==> config.mk <==
export PLATFORM = sky130hd
export DESIGN_NAME = handle_table_engine_core
export DESIGN_NICKNAME = d
export VERILOG_FILES = /design/src/rtl/htbl_pkg.sv /design/src/rtl/handle_table_engine_core.sv /design/src/rtl/htbl_queue.sv /design/src/rtl/htbl_front.sv /design/src/rtl/htbl_back.sv
export SDC_FILE = /design/constraint.sdc
export NUM_CORES = 2
export LEC_CHECK = 0
export BUFFER_PORTS_ARGS = -buffer_cell sky130_fd_sc_hd__buf_2
export CAP_MARGIN = 5
export CORE_AREA = 2 2 416 583
export DETAILED_ROUTE_END_ITERATION = 10
export DIE_AREA = 0 0 418 585
export GPL_ROUTABILITY_DRIVEN = 0
export MAX_ROUTING_LAYER = met4
export PLACE_DENSITY = 0.67
export SLEW_MARGIN = 0
export SYNTH_ARGS = -nofsm -noshare
export SYNTH_HDL_FRONTEND = slang
export SYNTH_SLANG_ARGS = --single-unit
==> constraint.sdc <==
create_clock -name clock -period 6.09 [get_ports clock]
set_input_delay 1.218 -clock clock [delete_from_list [all_inputs] [get_ports clock]]
set_output_delay 1.218 -clock clock [all_outputs]
set_load 0.005 [all_outputs]
==> src/rtl/htbl_pkg.sv <==
// Package for the handle table engine: sizes, codes, queue item and slot types.
// Used by every module of the block and by its checker; depends on nothing.

package htbl_pkg;

   localparam int SLOT_COUNT     = 64;
   localparam int OBJECT_ID_BITS = 16;
   localparam int SLOT_BITS      = (SLOT_COUNT > 1) ? $clog2(SLOT_COUNT) : 1;

   localparam int HANDLE_W  = 32;
   localparam int OBJECT_W  = 16;
   localparam int MASK_W    = 32;
   localparam int LOW_RIGHTS_W = 24;

   localparam int REQ_DATA_W = 80;
   localparam int RSP_DATA_W = 56;
   localparam int CSR_IDX_W  = 3;
   localparam int CSR_DATA_W = 32;

   localparam int QDEPTH     = 2;
   localparam int QPTR_BITS  = 1;
   localparam int QCNT_BITS  = 2;

   localparam logic [HANDLE_W-1:0] PSEUDO_THREAD  = 32'hFFFF_FFFE;
   localparam logic [HANDLE_W-1:0] PSEUDO_PROCESS = 32'hFFFF_FFFF;

   localparam int BIT_MAX_ALLOWED = 25;
   localparam int BIT_GEN_ALL     = 28;
   localparam int BIT_GEN_WRITE   = 30;
   localparam int BIT_GEN_READ    = 31;

   typedef enum logic [1:0] {
      KIND_ALLOC  = 2'd0,
      KIND_FREE   = 2'd1,
      KIND_LOOKUP = 2'd2,
      KIND_CLEAR  = 2'd3
   } kind_type;

   typedef enum logic [1:0] {
      ST_OK      = 2'd0,
      ST_INVALID = 2'd1,
      ST_DENIED  = 2'd2,
      ST_FULL    = 2'd3
   } status_type;

   typedef enum logic [CSR_IDX_W-1:0] {
      CSR_CHECK_EN   = 3'd0,
      CSR_READ_MAP   = 3'd1,
      CSR_WRITE_MAP  = 3'd2,
      CSR_ALL_MAP    = 3'd3,
      CSR_THREAD_OBJ = 3'd4,
      CSR_PROC_OBJ   = 3'd5
   } csr_index_type;

   typedef struct packed {
      kind_type                kind;
      logic                    pseudo_thread;
      logic                    pseudo_process;
      logic                    form_ok;
      logic [SLOT_BITS-1:0]    slot;
      logic [OBJECT_W-1:0]     object_id;
      logic [MASK_W-1:0]       rights_mask;
   } item_type;

   typedef struct packed {
      logic not_empty;
      logic not_full;
   } queue_status_type;

   typedef struct packed {
      logic [OBJECT_ID_BITS-1:0] object_id;
      logic [MASK_W-1:0]         rights;
   } slot_entry_type;

   function automatic logic [OBJECT_ID_BITS-1:0] obj_store(input logic [OBJECT_W-1:0] v);
      logic [OBJECT_ID_BITS-1:0] r;
      r = '0;
      for (int i = 0; i < OBJECT_ID_BITS; i++) begin
         if (i < OBJECT_W) r[i] = v[i];
      end
      return r;
   endfunction

   function automatic logic [OBJECT_W-1:0] obj_load(input logic [OBJECT_ID_BITS-1:0] v);
      logic [OBJECT_W-1:0] r;
      r = '0;
      for (int i = 0; i < OBJECT_W; i++) begin
         if (i < OBJECT_ID_BITS) r[i] = v[i];
      end
      return r;
   endfunction

endpackage

==> src/rtl/handle_table_engine_core.sv <==
// Handle table engine: a taken request waits in the queue, is registered into
// the back end with its slot entry, and has its result registered for output.
// The back end takes one request at a time, reading slot memory when idle and
// executing in its exec state. Synchronous reset empties the table, zeroes the
// CSRs, and leaves slot memory uncleared; no clearing pass runs after reset.
// Depends on htbl_pkg, htbl_front, htbl_queue and htbl_back.

module handle_table_engine_core
   import htbl_pkg::*;
(
   input  logic                  clock,
   input  logic                  reset,
   input  logic                  req_tvalid,
   output logic                  req_tready,
   // handle_in[31:0], object_id[47:32], rights_mask[79:48]
   input  logic [REQ_DATA_W-1:0] req_tdata,
   // kind[1:0]
   input  logic [1:0]            req_tuser,
   output logic                  rsp_tvalid,
   input  logic                  rsp_tready,
   // status[1:0], handle_out[33:2], object_out[49:34], zero fill
   output logic [RSP_DATA_W-1:0] rsp_tdata,
   input  logic                  csr_valid,
   output logic                  csr_ready,
   input  logic [CSR_IDX_W-1:0]  csr_index,
   input  logic [CSR_DATA_W-1:0] csr_data
);

   queue_status_type q_status;
   item_type         push_item, head_item;
   logic             q_push, q_pop;

   htbl_front u_front (
      .req_tvalid (req_tvalid),
      .req_tready (req_tready),
      .req_tdata  (req_tdata),
      .req_tuser  (req_tuser),
      .q_status   (q_status),
      .q_push     (q_push),
      .q_item     (push_item)
   );

   htbl_queue u_queue (
      .clock     (clock),
      .reset     (reset),
      .push      (q_push),
      .push_item (push_item),
      .pop       (q_pop),
      .head_item (head_item),
      .status    (q_status)
   );

   htbl_back u_back (
      .clock      (clock),
      .reset      (reset),
      .csr_valid  (csr_valid),
      .csr_ready  (csr_ready),
      .csr_index  (csr_index),
      .csr_data   (csr_data),
      .q_status   (q_status),
      .q_item     (head_item),
      .q_pop      (q_pop),
      .rsp_tvalid (rsp_tvalid),
      .rsp_tready (rsp_tready),
      .rsp_tdata  (rsp_tdata)
   );

endmodule

==> src/rtl/htbl_queue.sv <==
// Short request queue between the front decoder and the back executor.
// Depends on htbl_pkg for the item type and queue depth.

module htbl_queue
   import htbl_pkg::*;
(
   input  logic             clock,
   input  logic             reset,
   input  logic             push,
   input  item_type         push_item,
   input  logic             pop,
   output item_type         head_item,
   output queue_status_type status
);

   item_type               entry_ff [QDEPTH];
   logic [QPTR_BITS-1:0]   wr_ptr_ff, wr_ptr_in;
   logic [QPTR_BITS-1:0]   rd_ptr_ff, rd_ptr_in;
   logic [QCNT_BITS-1:0]   count_ff, count_in;
   logic                   do_push, do_pop;

   assign status.not_empty = (count_ff != '0);
   assign status.not_full  = (count_ff != QCNT_BITS'(QDEPTH));
   assign do_push = push && status.not_full;
   assign do_pop  = pop && status.not_empty;
   assign head_item = entry_ff[rd_ptr_ff];

   always_comb begin
      wr_ptr_in = do_push ? wr_ptr_ff + 1'b1 : wr_ptr_ff;
      rd_ptr_in = do_pop ? rd_ptr_ff + 1'b1 : rd_ptr_ff;
      count_in  = count_ff + QCNT_BITS'(do_push) - QCNT_BITS'(do_pop);
   end

   always_ff @(posedge clock) begin
      if (reset) begin
         wr_ptr_ff <= '0;
         rd_ptr_ff <= '0;
         count_ff  <= '0;
      end else begin
         wr_ptr_ff <= wr_ptr_in;
         rd_ptr_ff <= rd_ptr_in;
         count_ff  <= count_in;
      end
   end

   always_ff @(posedge clock) begin
      if (do_push) entry_ff[wr_ptr_ff] <= push_item;
   end

endmodule

==> src/rtl/htbl_front.sv <==
// Front end: accepts requests, classifies the handle and forms a queue item.
// Depends on htbl_pkg for the item type and handle constants.

module htbl_front
   import htbl_pkg::*;
(
   input  logic                  req_tvalid,
   output logic                  req_tready,
   input  logic [REQ_DATA_W-1:0] req_tdata,
   input  logic [1:0]            req_tuser,
   input  queue_status_type      q_status,
   output logic                  q_push,
   output item_type              q_item
);

   logic [HANDLE_W-1:0] handle;
   logic [HANDLE_W-3:0] slot_num;

   assign handle     = req_tdata[HANDLE_W-1:0];
   assign slot_num   = handle[HANDLE_W-1:2] - (HANDLE_W-2)'(1);
   assign req_tready = q_status.not_full;
   assign q_push     = req_tvalid && q_status.not_full;

   always_comb begin
      q_item.kind           = kind_type'(req_tuser);
      q_item.pseudo_thread  = (handle == PSEUDO_THREAD);
      q_item.pseudo_process = (handle == PSEUDO_PROCESS);
      q_item.form_ok        = (handle[HANDLE_W-1:2] != '0) && (handle[1:0] == 2'b00)
                              && (slot_num < (HANDLE_W-2)'(SLOT_COUNT));
      q_item.slot           = slot_num[SLOT_BITS-1:0];
      q_item.object_id      = req_tdata[HANDLE_W +: OBJECT_W];
      q_item.rights_mask    = req_tdata[HANDLE_W+OBJECT_W +: MASK_W];
   end

endmodule

==> src/rtl/htbl_back.sv <==
// Back end: slot table, configuration registers and the result register.
// Depends on htbl_pkg; takes items from htbl_queue one at a time.

module htbl_back
   import htbl_pkg::*;
(
   input  logic                  clock,
   input  logic                  reset,
   input  logic                  csr_valid,
   output logic                  csr_ready,
   input  logic [CSR_IDX_W-1:0]  csr_index,
   input  logic [CSR_DATA_W-1:0] csr_data,
   input  queue_status_type      q_status,
   input  item_type              q_item,
   output logic                  q_pop,
   output logic                  rsp_tvalid,
   input  logic                  rsp_tready,
   output logic [RSP_DATA_W-1:0] rsp_tdata
);

   typedef enum logic [1:0] {
      BK_IDLE = 2'b01,
      BK_EXEC = 2'b10
   } back_state_type;

   back_state_type            state_ff, state_in;
   item_type                  item_ff;
   slot_entry_type            mem [SLOT_COUNT];
   slot_entry_type            rd_entry_ff;
   logic [SLOT_COUNT-1:0]     used_ff, used_in;

   logic                      check_en_ff;
   logic [MASK_W-1:0]         read_map_ff, write_map_ff, all_map_ff;
   logic [OBJECT_W-1:0]       thread_obj_ff, proc_obj_ff;

   logic                      rsp_valid_ff, rsp_valid_in;
   logic [RSP_DATA_W-1:0]     rsp_data_ff, rsp_data_in;

   logic                      out_free, finish, any_free, slot_hit, denied, mem_we;
   logic [SLOT_BITS-1:0]      free_slot;
   logic [MASK_W-1:0]         eff_rights, granted;
   status_type                status;
   logic [HANDLE_W-1:0]       handle_out;
   logic [OBJECT_W-1:0]       object_out;

   assign csr_ready  = 1'b1;
   assign rsp_tvalid = rsp_valid_ff;
   assign rsp_tdata  = rsp_data_ff;
   assign out_free   = !rsp_valid_ff || rsp_tready;
   assign q_pop      = (state_ff == BK_IDLE) && q_status.not_empty;
   assign finish     = (state_ff == BK_EXEC) && out_free;

   always_comb begin
      any_free  = 1'b0;
      free_slot = '0;
      for (int i = SLOT_COUNT - 1; i >= 0; i--) begin
         if (!used_ff[i]) begin
            any_free  = 1'b1;
            free_slot = SLOT_BITS'(i);
         end
      end
   end

   assign granted  = rd_entry_ff.rights;
   assign slot_hit = item_ff.form_ok && used_ff[item_ff.slot];

   always_comb begin
      eff_rights = {{(MASK_W-LOW_RIGHTS_W){1'b0}}, granted[LOW_RIGHTS_W-1:0]};
      if (granted[BIT_MAX_ALLOWED] || granted[BIT_GEN_ALL]) eff_rights = eff_rights | all_map_ff;
      if (granted[BIT_GEN_READ])  eff_rights = eff_rights | read_map_ff;
      if (granted[BIT_GEN_WRITE]) eff_rights = eff_rights | write_map_ff;
   end

   assign denied = check_en_ff && ((item_ff.rights_mask & ~eff_rights) != '0);

   always_comb begin
      status     = ST_OK;
      handle_out = '0;
      object_out = '0;
      used_in    = used_ff;
      mem_we     = 1'b0;
      unique case (item_ff.kind)
         KIND_ALLOC: begin
            if (any_free) begin
               handle_out = HANDLE_W'({1'b0, free_slot} + (SLOT_BITS+1)'(1)) << 2;
               used_in[free_slot] = 1'b1;
               mem_we = 1'b1;
            end else begin
               status = ST_FULL;
            end
         end
         KIND_FREE: begin
            if (slot_hit) used_in[item_ff.slot] = 1'b0;
            else status = ST_INVALID;
         end
         KIND_LOOKUP: begin
            priority if (item_ff.pseudo_thread) begin
               object_out = thread_obj_ff;
            end else if (item_ff.pseudo_process) begin
               object_out = proc_obj_ff;
            end else if (!slot_hit) begin
               status = ST_INVALID;
            end else if (denied) begin
               status = ST_DENIED;
            end else begin
               object_out = obj_load(rd_entry_ff.object_id);
            end
         end
         KIND_CLEAR: begin
            used_in = '0;
         end
         default: begin
            status = ST_OK;
         end
      endcase
   end

   always_comb begin
      state_in     = state_ff;
      rsp_valid_in = rsp_valid_ff;
      rsp_data_in  = rsp_data_ff;
      if (rsp_tready) rsp_valid_in = 1'b0;
      unique case (state_ff)
         BK_IDLE: begin
            if (q_status.not_empty) state_in = BK_EXEC;
         end
         BK_EXEC: begin
            if (out_free) begin
               state_in     = BK_IDLE;
               rsp_valid_in = 1'b1;
               rsp_data_in  = {{(RSP_DATA_W-2-HANDLE_W-OBJECT_W){1'b0}},
                               object_out, handle_out, status};
            end
         end
         default: state_in = BK_IDLE;
      endcase
   end

   always_ff @(posedge clock) begin
      if (reset) begin
         state_ff     <= BK_IDLE;
         used_ff      <= '0;
         rsp_valid_ff <= 1'b0;
      end else begin
         state_ff     <= state_in;
         rsp_valid_ff <= rsp_valid_in;
         if (finish) used_ff <= used_in;
      end
   end

   always_ff @(posedge clock) begin
      rsp_data_ff <= rsp_data_in;
      if (q_pop) item_ff <= q_item;
   end

   always_ff @(posedge clock) begin
      if (finish && mem_we) mem[free_slot] <= '{obj_store(item_ff.object_id),
                                                 item_ff.rights_mask};
      if (q_pop) rd_entry_ff <= mem[q_item.slot];
   end

   always_ff @(posedge clock) begin
      if (reset) begin
         check_en_ff   <= 1'b0;
         read_map_ff   <= '0;
         write_map_ff  <= '0;
         all_map_ff    <= '0;
         thread_obj_ff <= '0;
         proc_obj_ff   <= '0;
      end else if (csr_valid) begin
         unique case (csr_index)
            CSR_CHECK_EN:   check_en_ff   <= csr_data[0];
            CSR_READ_MAP:   read_map_ff   <= csr_data;
            CSR_WRITE_MAP:  write_map_ff  <= csr_data;
            CSR_ALL_MAP:    all_map_ff    <= csr_data;
            CSR_THREAD_OBJ: thread_obj_ff <= csr_data[OBJECT_W-1:0];
            CSR_PROC_OBJ:   proc_obj_ff   <= csr_data[OBJECT_W-1:0];
            default: ;
         endcase
      end
   end

endmodule

# == After elaboration in Yosys (flattened, before gate mapping) ==
# Memory sizes are Yosys's and may differ from the RTL's. A register that Yosys moved wholly into a read port is not among the register bits.
# Cells that the tools add are included.
# word_totals
regBits,309
ramBits,3190
input_bits,122
out_inout_bits,59
elab_cells,274
mem_count,2
# memory_table
name,depth,width,rd,rd_clocked_by_memory_dff,wr,line_no,text
u_back.mem,64,48,1,1,1,htbl_back.sv:28,slot_entry_type mem [SLOT_COUNT];
u_queue.entry_ff,2,59,1,1,1,htbl_queue.sv:16,item_type entry_ff [QDEPTH];
# classes
addsub,6
magnitude_cmp,5
n_eq_ne,17
muxes,181
n_bitwise,8
n_reduce_logical,32
# ops
operator,n
6-bit two-way mux,64
64-bit one-hot mux with 3 select lines,1
64-bit two-way mux,2
32-bit two-way mux,3
1-bit two-way mux,95
64-bit AND,1
"32-bit equality test, second input constant",2
16-bit two-way mux,4
64-bit NOT,1
32-bit OR,2
64-bit OR,1
32-bit AND,1
32-bit NOT,1
24-bit by 32-bit OR with 32-bit output,1
32-bit nonzero test,1
"30-bit by 7-bit less-than comparator with 1-bit output, second input constant",1
30-bit nonzero test,1
"30-bit by 1-bit subtractor with 30-bit output, second input constant",1
2-bit AND reduction,9
"6-bit by 7-bit less-than comparator with 1-bit output, second input constant",2
2-bit two-way mux,7
1-bit demux with 6-bit select,2
"6-bit by 1-bit >= comparator with 1-bit output, second input constant",2
1-bit logical AND,12
21 further kinds,32

# == Longest topological paths before layout ==
# logic_depth
ltp_word,71
mapped_depth,14
mapped_depth_nobuf,12

# == Cells and area by module ==
# A second synthesis with hierarchy kept.
# unflattened
hier_cells,6029
area_unflattened_um2,126949.3
# modules_own_cells
mod,instances,cells_per_inst,area_per_inst_um2,seq_area_each_um2
htbl_back,1,5709,121620.4,92328.6
htbl_queue,1,213,4550.6,3643.5
htbl_front,1,107,778.2,0.0

# == Least setup slack after synthesis ==
# Ideal clock, no wire load.
# synth_path
path_kind,input port to flip-flop
from,in rsp_tready
to,mem u_back.mem[60][0] in the netlist's numbering (enable)
setup_ns,0.446
t_arrival_ns,4.140
required_time_ns,5.644
path_slack_ns,1.504
stages,6
path_buffers,1
path_cell_list,nand2b_1 -> nand2_1 -> or2_2 -> or3_1 -> clkbuf_1 -> nor2_1
# synth_between
elab_chain_cells,5
# synth_rtl
item,line_no,text
start: declaration,handle_table_engine_core.sv:20,"input logic rsp_tready,"
1-bit logical OR,htbl_back.sv:49,assign out_free = !rsp_valid_ff || rsp_tready;
1-bit logical AND,htbl_back.sv:51,assign finish = (state_ff == BK_EXEC) && out_free;
1-bit logical AND,htbl_back.sv:157,"if (finish && mem_we) mem[free_slot] <= '{obj_store(item_ff.object_id),"
1-bit two-way mux,htbl_back.sv:157,
1-bit two-way mux (implied by the code),htbl_back.sv:157,
end: declaration,htbl_back.sv:28,
# No other way between the ends.

==> results_dict.tcl <==
set metrics [dict create \
    outcome "finished clean" \
    cp.required_ns 6.60 \
    synth_area_per_cell_sq_um 12.48 \
    core_area_sq_mm 0.2396 \
    cts_tree "yes" \
    io_buffers 148 \
    fin_tns_setup_ns 0 \
    grt_max_degree 172 \
    yosys_warnings 0 \
    synth-seq-cells 3263 \
    synth_edf_count 3062 \
    synth_compound_area_share_pct 6.070 \
    first_pass_iters 8 \
    grt_pass1_wl_microns 573700 \
    cts.repair.resized 0 \
    p_sw_share_pct 33.93 \
    mostFrequentLayoutCells "nand2_1 (3,220), edfxtp_1 (3,062), nand3_1 (1,436)" \
    cp_slowest_cell "nor3_1" \
    layout-drive-gt1-share_pct 9.638 \
    die_x_microns 418 \
    worstMarginPinSlew_ns 1.265 \
    worst_hold_startpoint "u_back.read_map_ff[7]$_SDFFE_PP0P_" \
    share_clk_of_total_power_pct 29.3 \
    crit_chain "mux2i_4 > buf_4 > inv_8 > buf_12 > buf_12 > buf_4 > nand2_1 > and3_1 > a311oi_1 > a311oi_1 > a311oi_1 > nor3_1 > a21oi_1" \
    viasPerCell 6.421 \
    p_comb_share_pct 25.0 \
    power_frac_seq_pct 45.8 \
    wirelength_microns 398300 \
    async_reset_ff_share_pct 0 \
    cp_max_fo 97 \
    final_common_cell "nand2_1" \
    power_leakage_nw 49.06 \
    htreeDepth 5 \
    total_power_w 0.06248 \
    crit_top_cell "a311oi_1" \
    dieArea_sq_mm 0.2445 \
    grt_overflow 0 \
    io_pins 181 \
    worstSetupPathType "register to register" \
    rsz0062_at_grt "false" \
    antenna_found_initial 25 \
    start_util_pct 54.71 \
    skew_ns 0.05920 \
    place_ws_ns 1.451 \
    hold_viol 0 \
    clk_pin_slew_ns 0.06 \
    clk-insertion-delay-late_ns 0.88 \
    hold_class "register to register" \
    cts.sinks 3263 \
    cp-start-kind "register" \
    max_freq_ghz 0.2036 \
    power.density_mw_per_mm2 429.2 \
    p_switching_w 0.02120 \
    synth.distinct_cells 92 \
    syn_to_final_growth_pct 11.06 \
    synthXorXnorAreaFrac_pct 0.08018 \
    num-nets-final 10650 \
    setup_viol 0 \
    grt_pass1_vias 85790 \
    p_int_w 0.04128 \
    endpoint_kind "register" \
    ir_worst_vdd_mv 0.3464 \
    clockBufferDepth 4 \
    drcViolationCount 0 \
    fin_crit_sh_pct 80.65 \
    synthMuxAreaShare_pct 0.7398 \
    synthCells 10500 \
    yosys.area_share.simple_pct 17.32 \
    post_cts.repair.setup_buffers 0 \
    ys.flop_type "edfxtp_1" \
    slew_violations 0 \
    fill_cells 18010 \
    fin_util_pct 60.76 \
    drt-initial-drc-count 12720 \
    wl_per_cell_microns 28.70 \
    cts_inserted_buffers 303 \
    num_vias 89110 \
    maxCapViolCount 0 \
    worst_slew_margin_rel_pct 15.50 \
    grt_usage_pct 32.94 \
    layout_min_cycle_time_ns 4.911 \
    synth_seq_area_share_pct 73.22 \
    die_h_microns 585 \
    synth_top_family_by_area "simple AND/OR/NAND/NOR gates" \
    hold_buffers 0 \
    cp_slowest_stage_delay_ns 0.96 \
    place_hpwl_microns 236500 \
    clock-root-buffer "clkbuf_16" \
    synth_area_sq_mm 0.1311 \
    postRouteAntennaNets 0 \
    synth_fa_ha_area_share_pct 0.05727 \
    num_rows 213 \
    worstPathArrival_ns 5.42 \
    setup_slack_ns 1.179 \
]
==> area by class of cell <==
class | instances | area (sq um) | area share (%)
Inverter | 55 | 234.0 | 0.1607
Tap cell | 3117 | 3900 | 2.679
Sequential cell | 3263 | 95980 | 65.93
Multi-Input combinational cell | 6453 | 32520 | 22.34
Clock buffer | 383 | 8147 | 5.596
Clock inverter | 144 | 1132 | 0.7778
Timing Repair Buffer | 441 | 3622 | 2.488
Antenna cell | 21 | 52.55 | 0.03610
==> metrics by stage <==
stage	cells	hold slack (ns)	cell area (sq um)
global route	13870	0.4746	145600
global placement	13330	0.4413	136200
detailed placement	13330	0.4467	136200
floorplan	10530	0.4360	131200
finish	13880	0.4535	145600
CTS	13860	0.4557	145500
==> power groups by stage <==
stage | Clock, W | Combinational [W] | Sequential (W)
finish | 0.0183 | 0.0156 | 0.0286
global route | 0.0192 | 0.0164 | 0.0286
CTS | 0.0184 | 0.0153 | 0.0285
detailed placement | 0 | 0.0153 | 0.0290
global placement | 0 | 0.0150 | 0.0290
floorplan | 0 | 0.00765 | 0.0293
==> metal layers <==
layer | vias up | track usage, % | wire length [microns]
li1 | 38520 | - | -
met5 | - | - | 0
met1 | 44110 | 40.10 | 141300
met3 | 1063 | 6.478 | 40250
met2 | 5408 | 51.88 | 191000
met4 | 0 | 18.33 | 25810
==> kinds of logic (layout without fill, tap and decap cells) <==
kind of cell / count (synthesis) / in the layout
other: 2 / 53
AOI/OAI and AO/OA: 1074 / 1074
and+or+nand+nor: 5245 / 5245
buffers and inverters: 814 / 1023
DFF: 3263 / 3263
adders and majority gates: 6 / 6
xor gates and xnor gates: 12 / 12
muxes: 84 / 84
==> synthesized netlist by cell type, types with 18 or more instances <==
library cell  number  area [sq um]
nand2_1         3220         12090
edfxtp_1        3062         91950
nand3_1         1436          7187
clkbuf_1         622          2335
a311oi_1         486          4257
a21oi_1          300          1501
dfxtp_1          201          4024
and3_1           186          1164
nor2_1           152         570.6
nor3_1            69         345.3
o21ai_0           59         295.3
a31oi_1           55         344.1
mux2_2            53         596.8
inv_1             51         191.4
buf_1             49         183.9
buf_2             44         220.2
buf_4             38         285.3
nand4_1           38         237.7
mux2i_1           26         260.3
a21o_1            23         172.7
nand2b_1          21         131.4
nand4b_1          21         183.9
a22o_1            19         166.4
a32o_1            18         180.2
==> critical path, delay by kind of cell (launching register included) <==
| kind | cells | cell delay (ns) |
|---|---|---|
| compound gates | 4 | 0.70 |
| buf+inv | 5 | 1.53 |
| flops | 1 | 0.56 |
| mux | 1 | 0.40 |
| simple gates | 3 | 1.21 |
==> final timing paths <==
check	endpoint	slack [ns]	cells after the start
worst max register to register	u_back.granted[12]$_DFFE_PP_	1.18	13
worst min-delay path	u_back.read_map_ff[7]$_SDFFE_PP0P_	0.45	2
worst min register to register	u_back.read_map_ff[7]$_SDFFE_PP0P_	0.45	2
worst max-delay path	u_back.granted[12]$_DFFE_PP_	1.18	13
==> flip-flops by register name, indices dropped and copies added, names as in the netlist, named ones only <==
signal                cells
u_back.mem             2816
u_queue.entry_ff        118
u_back.used_ff           64
u_back.item_ff           59
u_back.all_map_ff        32
u_back.read_map_ff       32
u_back.write_map_ff      32
u_back.granted           28
u_back.rsp_tdata         25
u_back.proc_obj_ff       16
u_back.rd_entry_ff       16
u_back.thread_obj_ff     16
u_back.state_ff           2
u_queue.count_ff          2
u_back.check_en_ff        1
u_back.rsp_tvalid         1
u_queue.rd_ptr_ff         1
u_queue.wr_ptr_ff         1
Note: power is estimated with default switching activity, not from simulation.
